<file path="config.mk">
export PLATFORM = sky130hd
export DESIGN_NAME = ard_cell
export DESIGN_NICKNAME = d
export VERILOG_FILES = /design/src/rtl/address_region_decoder_macros.svh /design/src/rtl/ard_pkg.sv /design/src/rtl/ard_cell.sv
export SDC_FILE = /design/constraint.sdc
export NUM_CORES = 1
export LEC_CHECK = 0
export BUFFER_PORTS_ARGS = -buffer_cell sky130_fd_sc_hd__buf_2
export CAP_MARGIN = 40
export CELL_PAD_IN_SITES_DETAIL_PLACEMENT = 0
export CELL_PAD_IN_SITES_GLOBAL_PLACEMENT = 2
export CORE_ASPECT_RATIO = 0.9
export CORE_MARGIN = 2
export CORE_UTILIZATION = 33
export DETAILED_ROUTE_END_ITERATION = 10
export GPL_ROUTABILITY_DRIVEN = 1
export PLACE_DENSITY_LB_ADDON = 0.1
export SETUP_SLACK_MARGIN = 0.2
export SYNTH_ARGS = -nofsm -noshare
export SYNTH_HDL_FRONTEND = slang
export SYNTH_SLANG_ARGS = --single-unit
</file>
<file path="constraint.sdc">
create_clock -name aclk -period 5.3 [get_ports aclk]
set_input_delay 0.265 -clock aclk [delete_from_list [all_inputs] [get_ports aclk]]
set_output_delay 0.265 -clock aclk [all_outputs]
set_load 0.02 [all_outputs]
</file>
<file path="src/rtl/address_region_decoder_macros.svh">
// assertion helpers for address_region_decoder.sv
`ifndef ADDRESS_REGION_DECODER_MACROS_SVH
`define ADDRESS_REGION_DECODER_MACROS_SVH

// plain property on aclk, off while reset is held
`define ARD_ASSERT(lbl, prop, msg) \
    lbl: assert property (@(posedge aclk) disable iff (!aresetn) (prop)) else $error(msg);

// same-cycle implication on aclk
`define ARD_ASSERT_IMPL(lbl, ante, cons, msg) \
    lbl: assert property (@(posedge aclk) disable iff (!aresetn) (ante) |-> (cons)) else $error(msg);

// next-cycle implication on aclk
`define ARD_ASSERT_NEXT(lbl, ante, cons, msg) \
    lbl: assert property (@(posedge aclk) disable iff (!aresetn) (ante) |=> (cons)) else $error(msg);

`endif

</file>
<file path="src/rtl/ard_pkg.sv">
package ard_pkg;

    localparam int ADDR_W    = 32;
    localparam int SIZE_W    = 32;
    localparam int TAG_OUT_W = 16;
    localparam int IDX_OUT_W = 7;
    localparam int BYTE_W    = 8;

    localparam logic [BYTE_W-1:0] NOERROR_MASK_RESET = 8'd128;

    localparam logic MODE_DECODE = 1'b0;
    localparam logic MODE_ADD    = 1'b1;

    // token walking down the chain of region cells
    typedef struct packed {
        logic valid;
        logic mode;
        logic found;
        logic overlap;
    } ard_tok_t;

    // table write broadcast to every cell
    typedef struct packed {
        logic              en;
        logic [ADDR_W-1:0] base;
        logic [ADDR_W-1:0] lim;
        logic              nz;
    } ard_wr_t;

endpackage

</file>
<file path="src/rtl/ard_cell.sv">
module ard_cell import ard_pkg::*; #(
    parameter int TAG_WIDTH  = 16,
    parameter int IDX_W      = 7,
    parameter int CELL_INDEX = 0
) (
    input  logic                 aclk,
    input  logic                 aresetn,
    input  logic [ADDR_W-1:0]    req_addr,
    input  logic [ADDR_W-1:0]    req_lim,
    input  ard_wr_t              wr,
    input  logic [IDX_W-1:0]     wr_idx,
    input  logic [TAG_WIDTH-1:0] wr_tag,
    input  ard_tok_t             tok_in,
    input  logic [IDX_W-1:0]     idx_in,
    input  logic [TAG_WIDTH-1:0] tag_in,
    output ard_tok_t             tok_out,
    output logic [IDX_W-1:0]     idx_out,
    output logic [TAG_WIDTH-1:0] tag_out
);

    localparam logic [IDX_W-1:0] MY_IDX = IDX_W'(CELL_INDEX);

    logic [ADDR_W-1:0]    base_reg;
    logic [ADDR_W-1:0]    lim_reg;
    logic [TAG_WIDTH-1:0] rtag_reg;
    logic                 nz_reg;

    ard_tok_t             tok_reg, tok_next;
    logic [IDX_W-1:0]     idx_reg, idx_next;
    logic [TAG_WIDTH-1:0] tag_reg, tag_next;

    logic sel;
    logic in_rng;
    logic covers;

    assign sel    = wr.en && (wr_idx == MY_IDX);
    // free slots never match
    assign in_rng = nz_reg && (base_reg <= req_addr) && (lim_reg > req_addr);
    assign covers = nz_reg && (req_addr <= base_reg) && (req_lim > base_reg);

    always_comb begin
        tok_next = tok_in;
        idx_next = idx_in;
        tag_next = tag_in;
        if (tok_in.valid) begin
            if (tok_in.mode == MODE_ADD) begin
                tok_next.overlap = tok_in.overlap | in_rng | covers;
                if (!tok_in.found && !nz_reg) begin
                    tok_next.found = 1'b1;
                    idx_next       = MY_IDX;
                end
            end else begin
                if (!tok_in.found && in_rng) begin
                    tok_next.found = 1'b1;
                    idx_next       = MY_IDX;
                    tag_next       = rtag_reg;
                end
            end
        end
    end

    always_ff @(posedge aclk) begin
        if (!aresetn) begin
            nz_reg  <= 1'b0;
            tok_reg <= '0;
        end else begin
            tok_reg <= tok_next;
            if (sel) begin
                nz_reg <= wr.nz;
            end
        end
    end

    always_ff @(posedge aclk) begin
        idx_reg <= idx_next;
        tag_reg <= tag_next;
        if (sel) begin
            base_reg <= wr.base;
            lim_reg  <= wr.lim;
            rtag_reg <= wr_tag;
        end
    end

    assign tok_out = tok_reg;
    assign idx_out = idx_reg;
    assign tag_out = tag_reg;

endmodule
</file>
==> results of run 1 <==
==> cell type report <==
class | instances | area [µm²]
Sequential cell | 108 | 2960
Fill cell | 1677 | 9580
Clock inverter | 7 | 96.3
Timing Repair Buffer | 209 | 1050
Inverter | 67 | 251
Antenna cell | 3 | 7.51
Multi-Input combinational cell | 296 | 2460
Clock buffer | 9 | 225
Tap cell | 211 | 264
==> per-layer routing <==
metal  GRT usage (%)  vias to the layer above  wire length [µm]
met3            6.44                       13              1060
met2            27.1                      122              6690
met5               0                        -                 0
li1                -                     2191                 -
met1            17.8                     1934              5760
met4            4.02                        0               217
==> power breakdown <==
| group | switching, mW | internal, mW | total [mW] |
|---|---|---|---|
| Clock | 0.364 | 0.346 | 0.711 |
| Sequential | 0.00311 | 0.919 | 0.922 |
| Combinational | 0.0987 | 0.101 | 0.200 |
| Total | 0.466 | 1.37 | 1.83 |
==> per-stage QoR <==
| stage | total power [mW] | instances | utilization, % | instance area (µm²) |
|---|---|---|---|---|
| detailed placement | 1.14 | 891 | 41.4 | 6990 |
| floorplan | 1.04 | 472 | - | 5680 |
| global route | 1.92 | 907 | 43.3 | 7310 |
| finish | 1.83 | 910 | 43.3 | 7310 |
| CTS | 1.87 | 907 | 43.3 | 7310 |
| global placement | 1.14 | 891 | 41.4 | 6990 |
==> synthesized netlist by cell type, drive strengths merged, types with 5 or more instances <==
cell    count
nor4        5
a21o       10
nand2      24
inv        67
a21boi      7
a21oi      40
ha         96
edfxtp     80
mux2       16
nand4      21
nor2b       6
dfxtp      28
o21ai      18
nor2       15
==> worst paths after layout <==
path                               from               endpoint  slack (ps)  cells past startpoint
setup / recovery  lim_reg[27]$_DFFE_PP_     tag_out[3]$_DFF_P_        2240                      8
hold / removal                wr_tag[8]  rtag_reg[8]$_DFFE_PP_          70                      1
setup reg to reg  lim_reg[27]$_DFFE_PP_     tag_out[3]$_DFF_P_        2240                      8
hold reg to reg   rtag_reg[4]$_DFFE_PP_     tag_out[4]$_DFF_P_         470                      1
==> cell families (layout without fill, tap and decap cells) <==
family	after synthesis	in the layout	synth area share [%]
AO/OA/AOI/OAI	99	99	10.9
adder cells (fa/ha/maj)	96	96	21.1
buffers and inverters	68	292	4.69
flip-flops	108	108	52.1
multiplexers	17	17	3.35
other	0	3	0
AND/OR/NAND/NOR	84	84	7.86
==> worst reg2reg max path, stage by stage, from the launching register on <==
cell and delay (ps):
edfxtp_1 390, ha_1 320, nand4_1 180, nor4_1 500, nand2b_1 110, a31oi_1 210
o22ai_2 150, nor3_4 680, mux2_2 420
==> summary.md, run 1 <==
| Metric | Value |
|---|---|
| Worst path arrival time | `3310 ps` |
| Clock skew | `9.68 ps` |
| Cell area after synthesis | `5680 µm²` |
| RSZ-0062 raised after global routing | `no` |
| Crit-path cells | `ha_1 > nand4_1 > nor4_1 > nand2b_1 > a31oi_1 > o22ai_2 > nor3_4 > mux2_2` |
| GR Overflow Total | `0` |
| H-tree levels | `3` |
| Cells after synthesis | `472` |
| Leak pwr | `3.45 nW` |
| Synth area leader | `edfxtp_1` |
| First-pass GRT wire length | `21.7 mm` |
| Max-capacitance violation count | `0` |
| Total die area | `18,300 µm²` |
| Total negative slack | `0 ps` |
| WHS | `72.5 ps` |
| Initial antenna violation count | `2` |
| Ys Warns | `0` |
| Root Driver | `clkbuf_16` |
| Syn Nets | `750` |
| Starting density of the core | `33.7%` |
| I/O pins | `209` |
| Core Rows | `45` |
| Post-synth top area share | `42.3%` |
| Final setup fails | `0` |
| Skew-Pair Late Insertion Delay | `360 ps` |
| Max incr delay on CP | `680 ps` |
| Top FF cell, synth | `edfxtp_1` |
| Synthesis-stage register bit count | `108` |
| DRT Pass-1 Iters | `4` |
| Routed wire per std cell | `15.1 µm` |
| Post_cts resized | `0` |
| Crit path kind | `reg -> reg` |
| Commonest non-fill, non-tap cell in the layout | `buf_2` |
| Crit-path slowest cell | `nor3_4` |
| Final hold vios | `0` |
| CTS buffer count | `9` |
| # DRC | `0` |
| Yosys cell types | `36` |
| Seq/Total Area, Yosys | `52.1%` |
| Asr flop ratio synth | `0%` |
| Worst min-delay path class | `in -> reg` |
| Tcrit/Tclk final | `57.8%` |
| Clock tree buffer depth | `2` |
| GRT Total Usage | `15.6%` |
| Worst EP required | `5550 ps` |
| Nets | `969` |
| Vias per std cell | `4.68` |
| CTS Hold Bufs | `0` |
| PortBufs | `208` |
| Reg clk slew, reported paths | `90 ps` |
| CTS sink count | `108` |
| Vias in the first global route | `4,507` |
| Status | `complete, no violations` |
| Pin count of the biggest net entering global routing | `51` |
| Setup crit start kind | `flip-flop` |
| Final min period | `3060 ps` |
| CTS tree | `yes` |
| P per Cell Area | `251 nW/µm²` |
| Initial DRC Count | `84` |
| WL final | `13.7 mm` |
| IR drop worst, VDD | `188 µV` |
| Core area | `16,900 µm²` |
| Share of cells above drive strength 1 | `35.5%` |
| Crit path buffers/inverters | `0` |
| Detail Placement HPWL | `11.4 mm` |
| Worst-margin pin slew | `807 ps` |
| Vias | `4,260` |
| Number of synthesized flops with an enable pin | `80` |
| Setup Buffers After CTS | `0` |
| Final Max Tran Viols | `0` |
| CP top delay family | `simple AND/OR/NAND/NOR gates` |
| Worst-path fanout max | `16` |
| Die X | `142 µm` |
| Most frequent cells in the layout | `208 x buf_2, 96 x ha_1, 80 x edfxtp_1` |
| GP Congestion | `0.761` |
| Post-route ant nets | `0` |
| Area delta synth->final | `28.7%` |
| Worst Setup End Kind | `flip-flop` |
| Slew headroom | `46.2%` |
| Setup ws final | `2240 ps` |
| Pre-CTS WS | `2120 ps` |
| F_max | `0.327 GHz` |
| Top cells by area, synth | `edfxtp_1 42%, ha_1 21%, dfxtp_1 9.9%, inv_1 4.4%, a21oi_1 3.5%` |
| Chip height | `129 µm` |
| Mean Syn Cell Area | `12.0 µm²` |
(Power assumes the default switching activity.)
==> run 2: changes to the inputs <==
--- a/config.mk
+++ b/config.mk
@@ -11,7 +11,7 @@
 export CELL_PAD_IN_SITES_GLOBAL_PLACEMENT = 2
 export CORE_ASPECT_RATIO = 0.9
 export CORE_MARGIN = 2
-export CORE_UTILIZATION = 33
+export CORE_UTILIZATION = 31
 export DETAILED_ROUTE_END_ITERATION = 10
 export GPL_ROUTABILITY_DRIVEN = 1
 export PLACE_DENSITY_LB_ADDON = 0.1
==> constraint.sdc (replaced) <==
create_clock -name aclk -period 3.17 [get_ports aclk]
set_input_delay 0.1585 -clock aclk [delete_from_list [all_inputs] [get_ports aclk]]
set_output_delay 0.1585 -clock aclk [all_outputs]
set_load 0.02 [all_outputs]
==> run 2 against run 1 <==
  * Register-to-register slack got worse by 1800 ps
  * Setup slack got worse by 1800 ps
  * Global-route usage fell by 0.34 points
  * Die area rose by 6.3%
  * Design area rose by 12%
  * Sequential cell count did not move
  * Clock power rose by 63%
  * Non-clock buffer count rose by 81
  * Clock skew fell by 0.70 ps
  * Maximum frequency rose by 14%
  * Critical endpoint is now tag_out[1]$_DFF_P_
  * Largest power group unchanged
  * Highest routed layer unchanged
==> summary.md, run 2 (synthesis gave the netlist of run 1 again) <==
| Metric | Value |
|---|---|
| Status | `complete, no violations` |
| GP Congestion | `0.790` |
| CTS buffer count | `9` |
| I/O pins | `209` |
| Initial antenna violation count | `2` |
| Area delta synth->final | `43.7%` |
| Tcrit/Tclk final | `84.7%` |
| Fillers | `1,717` |
| Worst path arrival time | `2930 ps` |
| Worst min-delay path class | `in -> reg` |
| Final hold vios | `0` |
| Non-Filler Instances | `1,020` |
| Core Rows | `46` |
| Leak pwr | `3.79 nW` |
| Routed wire per std cell | `14.4 µm` |
| Starting density of the core | `32.0%` |
| Slew headroom | `59.8%` |
| Pin count of the biggest net entering global routing | `50` |
| P per Cell Area | `382 nW/µm²` |
| CTS tree | `yes` |
| Reg clk slew, reported paths | `80 ps` |
| RSZ-0062 raised after global routing | `no` |
| Worst-margin pin slew | `603 ps` |
| Root Driver | `clkbuf_16` |
| Nets | `1,050` |
| Clock tree buffer depth | `2` |
| Chip height | `132 µm` |
| Die X | `147 µm` |
| PortBufs | `208` |
| IR drop worst, VDD | `291 µV` |
| DRT Pass-1 Iters | `4` |
| Vias per std cell | `4.50` |
| Vias | `4,585` |
| Crit-path slowest cell | `nor4_1` |
| Skew-Pair Late Insertion Delay | `350 ps` |
| Commonest non-fill, non-tap cell in the layout | `buf_2` |
| Most frequent cells in the layout | `208 x buf_2, 96 x ha_1, 80 x edfxtp_1, 80 x dlygate4sd3_1, 67 x inv_1` |
| Setup crit start kind | `flip-flop` |
| Max-capacitance violation count | `0` |
| Vias in the first global route | `4,809` |
| Total die area | `19,400 µm²` |
| Final setup fails | `0` |
| Initial DRC Count | `109` |
| Worst EP required | `3410 ps` |
| F_max | `0.373 GHz` |
| Total negative slack | `0 ps` |
| Worst Setup End Kind | `flip-flop` |
| Crit path kind | `reg -> reg` |
| Final Max Tran Viols | `0` |
| Clock skew | `8.98 ps` |
| Worst-path fanout max | `16` |
| Share of cells above drive strength 1 | `32.0%` |
| Max incr delay on CP | `440 ps` |
| Post-route ant nets | `0` |
| Core area | `17,800 µm²` |
| First-pass GRT wire length | `23.2 mm` |
| GRT Total Usage | `15.2%` |
| WL final | `14.7 mm` |
| # DRC | `0` |
| Detail Placement HPWL | `11.8 mm` |
| CTS sink count | `108` |
| Cell Count Post-Placement | `921` |
| Crit-path cells | `ha_1 > nand4_1 > nor4_1 > nand2b_1 > a31oi_1 > o22ai_2 > nor3_4 > buf_4 > mux2_2` |
| Final min period | `2680 ps` |
| GR Overflow Total | `0` |
| H-tree levels | `3` |
run 2: changes by cell type in the layout (fill, tap and decap cells not counted), sizes merged:
| cell | before | now |
|---|---|---|
| dlygate4sd3 | 0 | 80 |
| buf | 209 | 210 |
run 2: through the flow:
| stage | setup WS (ps) | total power, mW | hold slack (ps) | area (µm²) | utilization (%) |
|---|---|---|---|---|---|
| final | 486 | 3.12 | 22.5 | 8170 | 45.9 |
| after global routing | 209 | 3.27 | 1.07 | 8160 | 45.9 |
| after CTS | 284 | 3.18 | 1.20 | 8150 | 45.8 |
| after detailed placement | 313 | 1.92 | 337 | 7040 | 39.6 |
| after global placement | 370 | 1.91 | 335 | 7040 | 39.6 |
| after floorplan | 239 | 1.73 | 257 | 5680 | - |
run 2: timing repair:
action | in CTS | in global routing
hold buffers | 80 | 0
hold endpoints to repair | 80 | 0
endpoints found under the setup margin | 0 | 11
gates resized for setup | 0 | 2
setup buffers | 0 | 0
run 2: where the power goes:
group	switching [mW]	leakage, nW	internal, mW
clock network	0.591	0.151	0.571
logic	0.182	2.68	0.233
registers	0.00548	0.954	1.54
run 2: area by class of cell:
class / count / area (µm²) / area share (%)
clock buffers: 9 / 225 / 2.76
repair buffers: 290 / 1870 / 22.9
inverters: 67 / 251 / 3.08
diodes: 3 / 7.51 / 0.0919
well taps: 240 / 300 / 3.68
clock inverters: 7 / 86.3 / 1.06
multi-input cells: 296 / 2460 / 30.2
flip-flops and latches: 108 / 2960 / 36.3
run 2: final timing paths:
kind	start	to	slack, ps	depth (start not counted)
worst max-delay path	lim_reg[27]$_DFFE_PP_	tag_out[1]$_DFF_P_	490	9
worst min-delay path	tag_in[11]	tag_out[11]$_DFF_P_	20	2
worst max register to register	lim_reg[27]$_DFFE_PP_	tag_out[1]$_DFF_P_	490	9
worst min register to register	rtag_reg[15]$_DFFE_PP_	tag_out[15]$_DFF_P_	480	1
run 2: critical path, delay by kind of cell, from the launching register on:
family          cells  cell delay, ps
flops               1             390
fa+ha+maj           1             320
buf+inv             1             260
mux                 1             360
simple gates        4             880
compound gates      2             360
run 2: metal layers:
layer  routed length, µm  vias to the layer above  GRT usage (%)
li1                    -                     2354              -
met1                6210                     2096           17.9
met2                7450                      124           27.2
met3                 873                       11           4.55
met4                 158                        0           3.72
met5                   0                        -              0
